$ cat src/rtl/orct_ram.sv
module orct_ram #(
  parameter int unsigned Width = 8,
  parameter int unsigned Depth = 64
) (
  input  logic                     clk_i,
  input  logic                     we_i,
  input  logic [$clog2(Depth)-1:0] waddr_i,
  input  logic [Width-1:0]         wdata_i,
  input  logic [$clog2(Depth)-1:0] raddr_i,
  output logic [Width-1:0]         rdata_o
);

  logic [Width-1:0] mem_q [Depth];

  always_ff @(posedge clk_i) begin
    if (we_i) begin
      mem_q[waddr_i] <= wdata_i;
    end
    rdata_o <= mem_q[raddr_i];
  end

endmodule

$ cat config.mk
export PLATFORM = sky130hd
export DESIGN_NAME = orct_ram
export DESIGN_NICKNAME = d
export VERILOG_FILES = /design/src/rtl/orct_ram.sv
export SDC_FILE = /design/constraint.sdc
export NUM_CORES = 1
export LEC_CHECK = 0
export BUFFER_PORTS_ARGS = -buffer_cell sky130_fd_sc_hd__buf_2
export CORE_ASPECT_RATIO = 0.6
export CORE_UTILIZATION = 35
export CTS_CLUSTER_SIZE = 20
export DETAILED_ROUTE_END_ITERATION = 7
export PLACE_DENSITY_LB_ADDON = 0.1
export REMOVE_ABC_BUFFERS = 1
export SYNTH_ARGS = -nofsm -noshare
export SYNTH_HDL_FRONTEND = slang
export SYNTH_SLANG_ARGS = --single-unit
$ cat constraint.sdc
create_clock -name clk_i -period 7.41 [get_ports clk_i]
set_clock_uncertainty 0.15 [all_clocks]
set_input_delay 1.8525 -clock clk_i [delete_from_list [all_inputs] [get_ports clk_i]]
set_output_delay 1.8525 -clock clk_i [all_outputs]
set_load 0.1 [all_outputs]
==> reports/results.tsv, run 1 <==
stage	metric	value	unit
sta	final setup violation count	0	
logic_synthesis	most area-hungry cell type in the Yosys netlist	edfxtp_1	
critical_path	worst path required time	7.68	ns
worst_hold_path	Worst Hold End	rdata_o[2]$_DFF_P_	
pwr	PD cells	268.4	nW/µm²
critical_path	RR Endpoint	rdata_o[4]$_DFF_P_	
critical_path	endpoint class of the critical path	flip-flop	
routing	met2 wire length	20410	µm
sta	final setup margin	3.304	ns
sta	period utilization	55.41	%
global_route	gr ovfl total	0	
clock_network	CTS tree	done	
critical_path	crit path kind	input port to flip-flop	
global_route	vias in the first global route	9427	
routing	DRT iter0 DRCs	963	
global_route	first-pass GRT wire length	73650	µm
routing	DR vias	9593	
routing	uppermost layer routed	met4	
worst_hold_path	hold path depth	4	
layout	nets	1008	
layout	n_diodes	0	
die	die area	58620	µm²
critical_path	worst reg2reg path depth	5	
logic_synthesis	Synth area leaders	edfxtp_1 76%, mux4_2 14%, nor2_1 1.5%	
critical_path	Reg-to-Reg Start	mem_q[29][4]$_DFFE_PP_	
die	Row Count	67	
logic_synthesis	EDFF count, synth	512	
sta	fmax	243.5	MHz
global_route	Total Routing Usage GR	17.80	%
sta	Final Hold Fails	0	
routing	Wirelength per Cell	28.93	µm
logic_synthesis	mapped cell area	20170	µm²
logic_synthesis	most numerous cell in the Yosys netlist	edfxtp_1	
logic_synthesis	ys flop type	edfxtp_1	
sta	hold slack	0.6850	ns
routing	Routed Antenna Nets	0	
layout	layout cells sized above 1	25.32	%
clock_network	Clock Sinks	520	
sta	slew at the pin closest to its max-slew limit	1.225	ns
routing	Pre-antenna DRT Iters	5	
sta	relative slew slack	18.35	%
die	Initial Util	35.80	%
clock_network	H-tree depth	2	
sta	Final Critical Period	4.106	ns
logic_synthesis	synth cell count leaders	512 x edfxtp_1, 126 x mux4_2, 83 x nor2_1	
routing	final WL	51670	µm
clock_network	Post-CTS Setup Bufs	0	
die	Die Height	187.9	µm
placed_design	Placed Area	21110	µm²
die	Core Box Area	56330	µm²
pwr	Max IR drop VDD	0.1625	mV
layout	Final Cell Area	22660	µm²
sta	Final Max Tran Viols	0	
placed_design	PortBufs	29	
routing	WL met3	3611	µm
die	I/O pin count	30	
die	die width	311.9	µm
clock_network	hold buffers post-CTS	0	
logic_synthesis	post-synth cell types	40	
sta	TNS Setup	0	ns
placed_design	minimum setup slack after placement	2.576	ns
routing	via/cell ratio	5.371	
global_route	initial antenna violation count	4	
layout	Final Non-Filler Cells	1786	
placed_design	dpl cells	1694	
logic_synthesis	share of the synthesized area in the top cell type	76.24	%
critical_path	Startpoint Class	input port	
placed_design	Final GP Congestion	0.7527	
clock_network	CTS Buffer Depth	3	
logic_synthesis	Async SR Flop Fraction	0	%
outcome	outcome	finished, final reports clean	
critical_path	CP Max Fanout	58	
worst_hold_path	Hold Startpoint	mem_q[34][2]$_DFFE_PP_	
clock_network	CTS resizes	0	
routing	wl on met1	26950	µm
layout	Area growth, synth to finish	12.35	%
clock_network	Reg clk slew, reported paths	0.06	ns
job	maxcap violations	0	
logic_synthesis	Synth warnings	0	
logic_synthesis	sequential fraction of the synthesis area	77.03	%
logic_synthesis	Post-Syn Instances	940	
critical_path	FF-to-FF setup slack	5.18	ns
sta	RSZ-0062 raised after global routing	no	
worst_hold_path	worst hold path type	flip-flop to flip-flop	
routing	Residual DRC	0	
logic_synthesis	#FFs+latches synth	520	
logic_synthesis	syn_area_per_cell	21.45	µm²
clock_network	clock latency on the worst-skew pair	0.57	ns
pwr	Static Leak	6.926	nW
placed_design	DP HPWL	31760	µm
clock_network	CTS Buf Count	49	
global_route	maximum number of pins on one net before global-route repair	65	
clock_network	CTS root buf	clkbuf_16	
critical_path	Worst Path Arrival	4.38	ns
report_power, final:
group          switching [W]  leakage (nW)  internal, W
clock network        0.00110         0.766      0.00137
logic               0.000240          1.49     0.000110
registers          0.0000115          4.67      0.00326
total                0.00135          6.93      0.00473
flip-flops by register name, indices dropped and copies added, names as in the netlist:
name and cells:
rdata_o 8, mem_q 512
worst max path at each step:
stage | startpoint | end | slack (ns) | cells after the start
final | raddr_i[0] | rdata_o[7]$_DFF_P_ | 3.30 | 6
after global routing | raddr_i[0] | rdata_o[7]$_DFF_P_ | 3.12 | 6
after detailed placement | raddr_i[0] | rdata_o[7]$_DFF_P_ | 2.58 | 6
after global placement | raddr_i[0] | rdata_o[7]$_DFF_P_ | 2.58 | 6
after CTS | raddr_i[0] | rdata_o[7]$_DFF_P_ | 3.18 | 6
after floorplan | raddr_i[0] | rdata_o[4]$_DFF_P_ | 4.05 | 5
layer usage:
| layer | up-vias | track usage (%) |
|---|---|---|
| met5 | - | 0 |
| met4 | 0 | 2.922 |
| met3 | 59 | 4.081 |
| met2 | 289 | 22.91 |
| met1 | 5221 | 30.08 |
| li1 | 4024 | - |
worst max-delay path: stages:
cell	delay (ns)
buf_8	0.37
buf_12	0.43
mux4_2	0.64
mux2_2	0.29
o311ai_1	0.59
nand2_1	0.13
metrics by stage:
step / total power (W) / util [%]
global route: 0.006276 / 40.22
detailed placement: 0.003688 / 37.47
floorplan: 0.003491 / -
global placement: 0.003687 / 37.47
CTS: 0.006153 / 40.22
finish: 0.006082 / 40.22
kinds of logic (layout without fill, tap and decap cells):
| kind of cell | Yosys count | after routing | synth area share [%] |
|---|---|---|---|
| flip-flops | 520 | 520 | 77.03 |
| AND/OR/NAND/NOR | 153 | 153 | 3.387 |
| AO/OA/AOI/OAI | 54 | 54 | 2.072 |
| buffers and inverters | 51 | 138 | 1.570 |
| multiplexers | 162 | 162 | 15.94 |
layout make-up:
class	count	area, µm²
clock buffer	65	1369
clock inverter	27	177.7
fill	5037	33680
multi-input combinational	369	4325
sequential	520	15530
tap	759	949.7
timing repair buffer	46	300.3
layout by cell type (no fill, tap or decap), types with 2 or more instances in the layout:
cell / n
edfxtp_1: 512
mux4_2: 126
nor2_1: 83
clkbuf_16: 51
buf_2: 26
mux2i_1: 23
nand2_1: 19
buf_4: 18
nor2b_1: 14
mux2_2: 13
nand3_1: 13
clkinv_2: 12
clkinv_1: 11
clkbuf_1: 10
o221ai_1: 8
o22ai_1: 8
dfxtp_1: 8
nand2b_1: 7
a221oi_1: 6
nor3_1: 5
a211oi_1: 4
clkbuf_8: 4
nand3b_1: 3
a21oi_1: 3
a22oi_1: 3
o2111ai_1: 3
o2bb2ai_1: 3
o221a_2: 2
nor4_1: 2
o32ai_1: 2
a2111oi_0: 2
o21a_1: 2
o21ai_1: 2
o41ai_1: 2
nor3_2: 2
nand4_1: 2
o21ai_0: 2
bufinv_16: 2
(Power assumes the default switching activity.)
==> run 2, diff against run 1 <==
==> constraint.sdc (replaced) <==
create_clock -name clk_i -period 3.7 [get_ports clk_i]
set_clock_uncertainty 0.15 [all_clocks]
set_input_delay 0.925 -clock clk_i [delete_from_list [all_inputs] [get_ports clk_i]]
set_output_delay 0.925 -clock clk_i [all_outputs]
set_load 0.1 [all_outputs]
==> run 2 against run 1 <==
Sequential cell count unchanged. Cell area is 3.8% higher. Largest power group unchanged. Largest cell class unchanged. Critical path type unchanged. First-iteration DRC count increased by 3.1%.
==> reports/results.tsv, run 2 (synthesis gave the netlist of run 1 again) <==
stage	metric	value	unit	change
critical_path	worst path required time	4.02	ns	-3.66 ns
layout	n_diodes	0		unchanged
routing	DR vias	10040		+4.6%
die	Initial Util	35.80	%	unchanged
sta	final setup margin	0.9013	ns	-2.403 ns
global_route	Total Routing Usage GR	18.24	%	+0.43 points
worst_hold_path	worst hold path type	input port to flip-flop		
clock_network	CTS Buf Count	49		unchanged
critical_path	crit path kind	input port to flip-flop		
routing	Residual DRC	0		unchanged
sta	hold slack	0.5637	ns	-0.1213 ns
clock_network	CTS root buf	clkbuf_16		
clock_network	CTS resizes	0		unchanged
sta	relative slew slack	31.50	%	+13 points
clock_network	Clock Sinks	520		unchanged
sta	Final Critical Period	2.799	ns	
layout	Area growth, synth to finish	16.66	%	
sta	Final Hold Fails	0		unchanged
sta	slew at the pin closest to its max-slew limit	1.028	ns	-0.1971 ns
clock_network	Reg clk slew, reported paths	0.06	ns	about the same
pwr	PD cells	525.5	nW/µm²	+96%
layout	Biggest register	mem_q		
global_route	maximum number of pins on one net before global-route repair	47		-28%
sta	Final Max Tran Viols	0		unchanged
clock_network	clock latency on the worst-skew pair	0.58	ns	about the same
die	die width	311.9	µm	unchanged
sta	final setup violation count	0		unchanged
global_route	gr ovfl total	0		unchanged
routing	Pre-antenna DRT Iters	6		+1
routing	DRT iter0 DRCs	993		+3.1%
placed_design	Final GP Congestion	0.7735		+2.8%
placed_design	dpl cells	1793		+5.8%
layout	final core occ	41.76	%	+1.5 points
die	die area	58620	µm²	unchanged
clock_network	CTS Buffer Depth	3		unchanged
outcome	outcome	finished, final reports clean		
layout	biggest regs	mem_q: 512 flops, rdata_o: 8 flops		
critical_path	Worst Path Arrival	3.12	ns	-1.26 ns
critical_path	endpoint class of the critical path	flip-flop		
routing	Routed Antenna Nets	0		unchanged
placed_design	DP HPWL	35050	µm	+10%
routing	via/cell ratio	5.332		-0.73%
global_route	vias in the first global route	9959		+5.6%
die	Die Height	187.9	µm	unchanged
global_route	initial antenna violation count	1		-3
layout	commonest non-fill, non-tap cell in the layout	edfxtp_1		
routing	final WL	52850	µm	+2.3%
routing	Wirelength per Cell	28.08	µm	-2.9%
sta	period utilization	75.64	%	
clock_network	CTS tree	done		
sta	TNS Setup	0	ns	unchanged
clock_network	H-tree depth	2		unchanged
layout	nets	1107		+9.8%
layout	number of flip-flops in the largest register	512		unchanged
layout	Final Non-Filler Cells	1882		+5.4%
clock_network	hold buffers post-CTS	0		unchanged
die	Core Box Area	56330	µm²	unchanged
pwr	Static Leak	7.480	nW	+8.0%
clock_network	Post-CTS Setup Bufs	0		unchanged
layout	most frequent cells in the layout	512 x edfxtp_1, 126 x mux4_2, 109 x buf_4, 83 x nor2_1, 51 x clkbuf_16		
die	I/O pin count	30		unchanged
sta	RSZ-0062 raised after global routing	no		
die	Row Count	67		unchanged
job	maxcap violations	0		unchanged
critical_path	CP Max Fanout	29		-50%
global_route	first-pass GRT wire length	75860	µm	+3.0%
layout	layout cells sized above 1	31.79	%	+6.5 points
sta	fmax	357.3	MHz	
pwr	Max IR drop VDD	0.2970	mV	+83%
placed_design	PortBufs	29		unchanged
critical_path	Startpoint Class	input port		
placed_design	minimum setup slack after placement	0.2450	ns	-2.331 ns
## run 2: per-layer routing
metal | track usage, % | vias to the layer above | part of all wire [%] | wire length, µm
met4 | 3.281 | 0 | 1.6 | 822
met2 | 23.38 | 356 | 39 | 20650
met3 | 4.324 | 72 | 7.3 | 3861
met5 | 0 | - | 0 | 0
met1 | 30.68 | 5392 | 52 | 27520
li1 | - | 4215 | - | -
## run 2: final timing paths
path	cells past startpoint	slack (ns)	end	startpoint
worst max register to register	5	1.53	rdata_o[6]$_DFF_P_	mem_q[20][6]$_DFFE_PP_
worst max-delay path	8	0.90	rdata_o[0]$_DFF_P_	raddr_i[0]
worst min-delay path	1	0.56	mem_q[18][4]$_DFFE_PP_	wdata_i[4]
worst min register to register	4	0.74	rdata_o[2]$_DFF_P_	mem_q[30][2]$_DFFE_PP_
## run 2: area by class of cell
cell class,count,area [µm²]
Clock inverter,27,265.3
Clock buffer,62,1318
Fill cell,4951,32810
Sequential cell,520,15530
Tap cell,759,949.7
Multi-Input combinational cell,369,4315
Timing Repair Buffer,145,1144
## run 2: per-stage QoR
step / cell area, µm² / total power, W
detailed placement: 21940 / 0.007438
CTS: 23530 / 0.01249
finish: 23530 / 0.01236
global route: 23530 / 0.01275
global placement: 21940 / 0.007436
floorplan: 19850 / 0.006991
## run 2: power by group
part	leakage [nW]	internal (W)	total [W]	switching, W
clock network	0.767	0.00287	0.00506	0.00219
logic	2.04	0.000263	0.000759	0.000497
registers	4.67	0.00652	0.00654	0.0000232
## run 2: worst max-delay path: stages
cell	delay, ns
buf_8	0.28
buf_12	0.20
buf_12	0.19
mux4_2	0.52
mux2_2	0.27
o22ai_1	0.35
nand2_1	0.16
o2bb2ai_1	0.15
==> run 3, diff against run 2 <==
--- a/config.mk
+++ b/config.mk
@@ -5,6 +5,7 @@
 export SDC_FILE = /design/constraint.sdc
 export NUM_CORES = 1
 export LEC_CHECK = 0
+export ABC_AREA = 1
 export BUFFER_PORTS_ARGS = -buffer_cell sky130_fd_sc_hd__buf_2
 export CORE_ASPECT_RATIO = 0.6
 export CORE_UTILIZATION = 35
==> constraint.sdc (replaced) <==
create_clock -name clk_i -period 2.6 [get_ports clk_i]
set_clock_uncertainty 0.15 [all_clocks]
set_input_delay 0.65 -clock clk_i [delete_from_list [all_inputs] [get_ports clk_i]]
set_output_delay 0.65 -clock clk_i [all_outputs]
set_load 0.1 [all_outputs]
==> run 3 against run 2 <==
Clock power grew 54%. Clock-buffer cell count grew 6. Largest power group unchanged. Largest cell class unchanged. Sequential share of layout area shrank 3.7 points.
==> reports/results.tsv, run 3 <==
stage	metric	value	unit	change
sta	final setup violation count	0		unchanged
die	die width	320.8	µm	+2.8%
clock_network	hold buffers post-CTS	0		unchanged
logic_synthesis	post-synth cell types	16		-60%
logic_synthesis	#FFs+latches synth	520		unchanged
routing	Routed Antenna Nets	0		unchanged
sta	hold slack	0.3141	ns	-0.2496 ns
placed_design	minimum setup slack after placement	-0.05158	ns	-0.2965 ns
routing	DR vias	14100		+40%
critical_path	crit path kind	flip-flop to output pin		
clock_network	CTS root buf	clkbuf_16		
routing	Wirelength per Cell	22.91	µm	-18%
logic_synthesis	ys flop type	edfxtp_1		
clock_network	CTS Buffer Depth	3		unchanged
sta	relative slew slack	44.52	%	+13 points
sta	Final Max Tran Viols	0		unchanged
routing	Residual DRC	0		unchanged
die	die area	61990	µm²	+5.8%
global_route	first-pass GRT wire length	93700	µm	+24%
sta	final setup margin	0.06572	ns	-0.8356 ns
clock_network	CTS tree	done		
layout	layout cells sized above 1	12.72	%	-19 points
pwr	Max IR drop VDD	0.4587	mV	+54%
global_route	maximum number of pins on one net before global-route repair	65		+38%
die	I/O pin count	30		unchanged
layout	Area growth, synth to finish	16.70	%	about the same
logic_synthesis	mapped cell area	21340	µm²	+5.8%
routing	final WL	63570	µm	+20%
die	Die Height	193.3	µm	+2.8%
logic_synthesis	synth cell count leaders	648 x nand2_1, 512 x edfxtp_1, 439 x nand3_1		
critical_path	worst path required time	1.80	ns	-2.22 ns
sta	Final Hold Fails	0		unchanged
job	maxcap violations	0		unchanged
critical_path	Startpoint Class	flip-flop		
placed_design	DP HPWL	38810	µm	+11%
critical_path	endpoint class of the critical path	output pin		
worst_hold_path	worst hold path type	input port to flip-flop		
pwr	Static Leak	9.068	nW	+21%
sta	RSZ-0062 raised after global routing	no		
critical_path	Critical Path Max Stage Delay	0.61	ns	+0.09 ns
routing	DRT iter0 DRCs	1610		+62%
global_route	vias in the first global route	13450		+35%
layout	number of flip-flops in the largest register	512		unchanged
critical_path	CP max-delay cell	dfxtp_1		
logic_synthesis	most numerous cell in the Yosys netlist	nand2_1		
critical_path	CP Buf/Inv Count	1		-2
die	Row Count	69		+3.0%
placed_design	Final GP Congestion	0.8128		+5.1%
clock_network	Clock Sinks	520		unchanged
layout	biggest regs	mem_q: 512 flops, rdata_o: 8 flops		
clock_network	H-tree depth	2		unchanged
placed_design	Placed Area	23170	µm²	+5.6%
outcome	outcome	finished, final reports clean		
die	Core Box Area	59740	µm²	+6.1%
logic_synthesis	Synth area leaders	edfxtp_1 72%, nand2_1 11%, nand3_1 10%		
layout	Biggest register	mem_q		
routing	via/cell ratio	5.081		-4.7%
global_route	gr ovfl total	0		unchanged
clock_network	CTS Buf Count	51		+4.1%
sta	fmax	394.6	MHz	
layout	nets	1939		+75%
sta	period utilization	97.47	%	
sta	Final Critical Period	2.534	ns	
placed_design	PortBufs	29		unchanged
critical_path	CP Max Fanout	1		-97%
clock_network	CTS resizes	0		unchanged
layout	final core occ	41.69	%	-0.077 points
clock_network	Post-CTS Setup Bufs	0		unchanged
logic_synthesis	Synth warnings	0		unchanged
logic_synthesis	syn_area_per_cell	11.82	µm²	-45%
clock_network	clock latency on the worst-skew pair	0.59	ns	about the same
logic_synthesis	most area-hungry cell type in the Yosys netlist	edfxtp_1		
routing	Pre-antenna DRT Iters	5		-1
logic_synthesis	Async SR Flop Fraction	0	%	unchanged
layout	most frequent cells in the layout	648 x nand2_1, 512 x edfxtp_1, 439 x nand3_1, 113 x buf_4, 56 x nor2_1		
critical_path	Worst Path Arrival	1.73	ns	-1.39 ns
die	Initial Util	35.72	%	-0.080 points
logic_synthesis	EDFF count, synth	512		unchanged
layout	Final Cell Area	24900	µm²	+5.9%
critical_path	Crit path max-delay family	flip-flops		
global_route	initial antenna violation count	2		+1
logic_synthesis	Post-Syn Instances	1805		+92%
clock_network	Reg clk slew, reported paths	0.06	ns	about the same
layout	commonest non-fill, non-tap cell in the layout	nand2_1		
logic_synthesis	sequential fraction of the synthesis area	72.80	%	-4.2 points
pwr	PD cells	741.6	nW/µm²	+41%
sta	slew at the pin closest to its max-slew limit	0.8247	ns	-0.2029 ns
global_route	Total Routing Usage GR	20.64	%	+2.4 points
critical_path	worst-path cell chain	buf_2		
logic_synthesis	share of the synthesized area in the top cell type	72.05	%	-4.2 points
[run 3: cell count changes after synthesis, moves of 13 or more]
cell / before / now
nand3_1: 13 / 439
nor2b_1: 14 / 0
mux2i_1: 23 / 0
mux2_2: 13 / 0
buf_6: 4 / 35
mux4_2: 126 / 0
nor2_1: 83 / 56
nand2_1: 19 / 648
buf_2: 11 / 37
[run 3: stage by stage]
step / total power, W / std cells / TNS (ns)
2_1_floorplan: 0.01006 / 1692 / -5.672
3_3_place_gp: 0.01089 / 2680 / -0.07669
3_5_place_dp: 0.01088 / 2680 / -0.2140
4_1_cts: 0.01862 / 2774 / 0
5_1_grt: 0.01905 / 2774 / 0
6_report: 0.01847 / 2775 / 0
[run 3: where the power goes]
| group | internal, W | switching [W] |
|---|---|---|
| clock network | 0.00453 | 0.00325 |
| logic | 0.000364 | 0.00102 |
| registers | 0.00927 | 0.0000421 |
[run 3: logic make-up (layout without fill, tap and decap cells)]
group                  after synthesis  count (layout)  share of synthesized area [%]
buffers and inverters              125             278                          4.022
DFF                                520             520                          72.80
other                                0               1                              0
and+or+nand+nor                   1160            1160                          23.18
[run 3: cell type report]
type                    instances  area, µm²
well taps                     816       1021
clock inverters                26      304.0
clock buffers                  68       1423
diodes                          1      2.502
multi-input cells            1160       4946
repair buffers                172       1618
flip-flops and latches        520      15530
inverters                      12      55.05
fillers                      5704      34840
[run 3: worst paths after layout]
check	from	to	slack, ns	cells after the start
max	rdata_o[6]$_DFF_P_	rdata_o[6]	0.07	1
max reg2reg	mem_q[47][2]$_DFFE_PP_	rdata_o[2]$_DFF_P_	0.93	8
min	raddr_i[5]	rdata_o[0]$_DFF_P_	0.31	3
min reg2reg	mem_q[52][4]$_DFFE_PP_	rdata_o[4]$_DFF_P_	0.67	8
[run 3: routing by layer]
layer	share of wire (%)	global-route usage (%)	up-vias
li1	-	-	6583
met1	51	33.85	6975
met2	40	27.62	469
met3	7.8	4.261	72
met4	1.5	3.845	0
met5	0	0	-
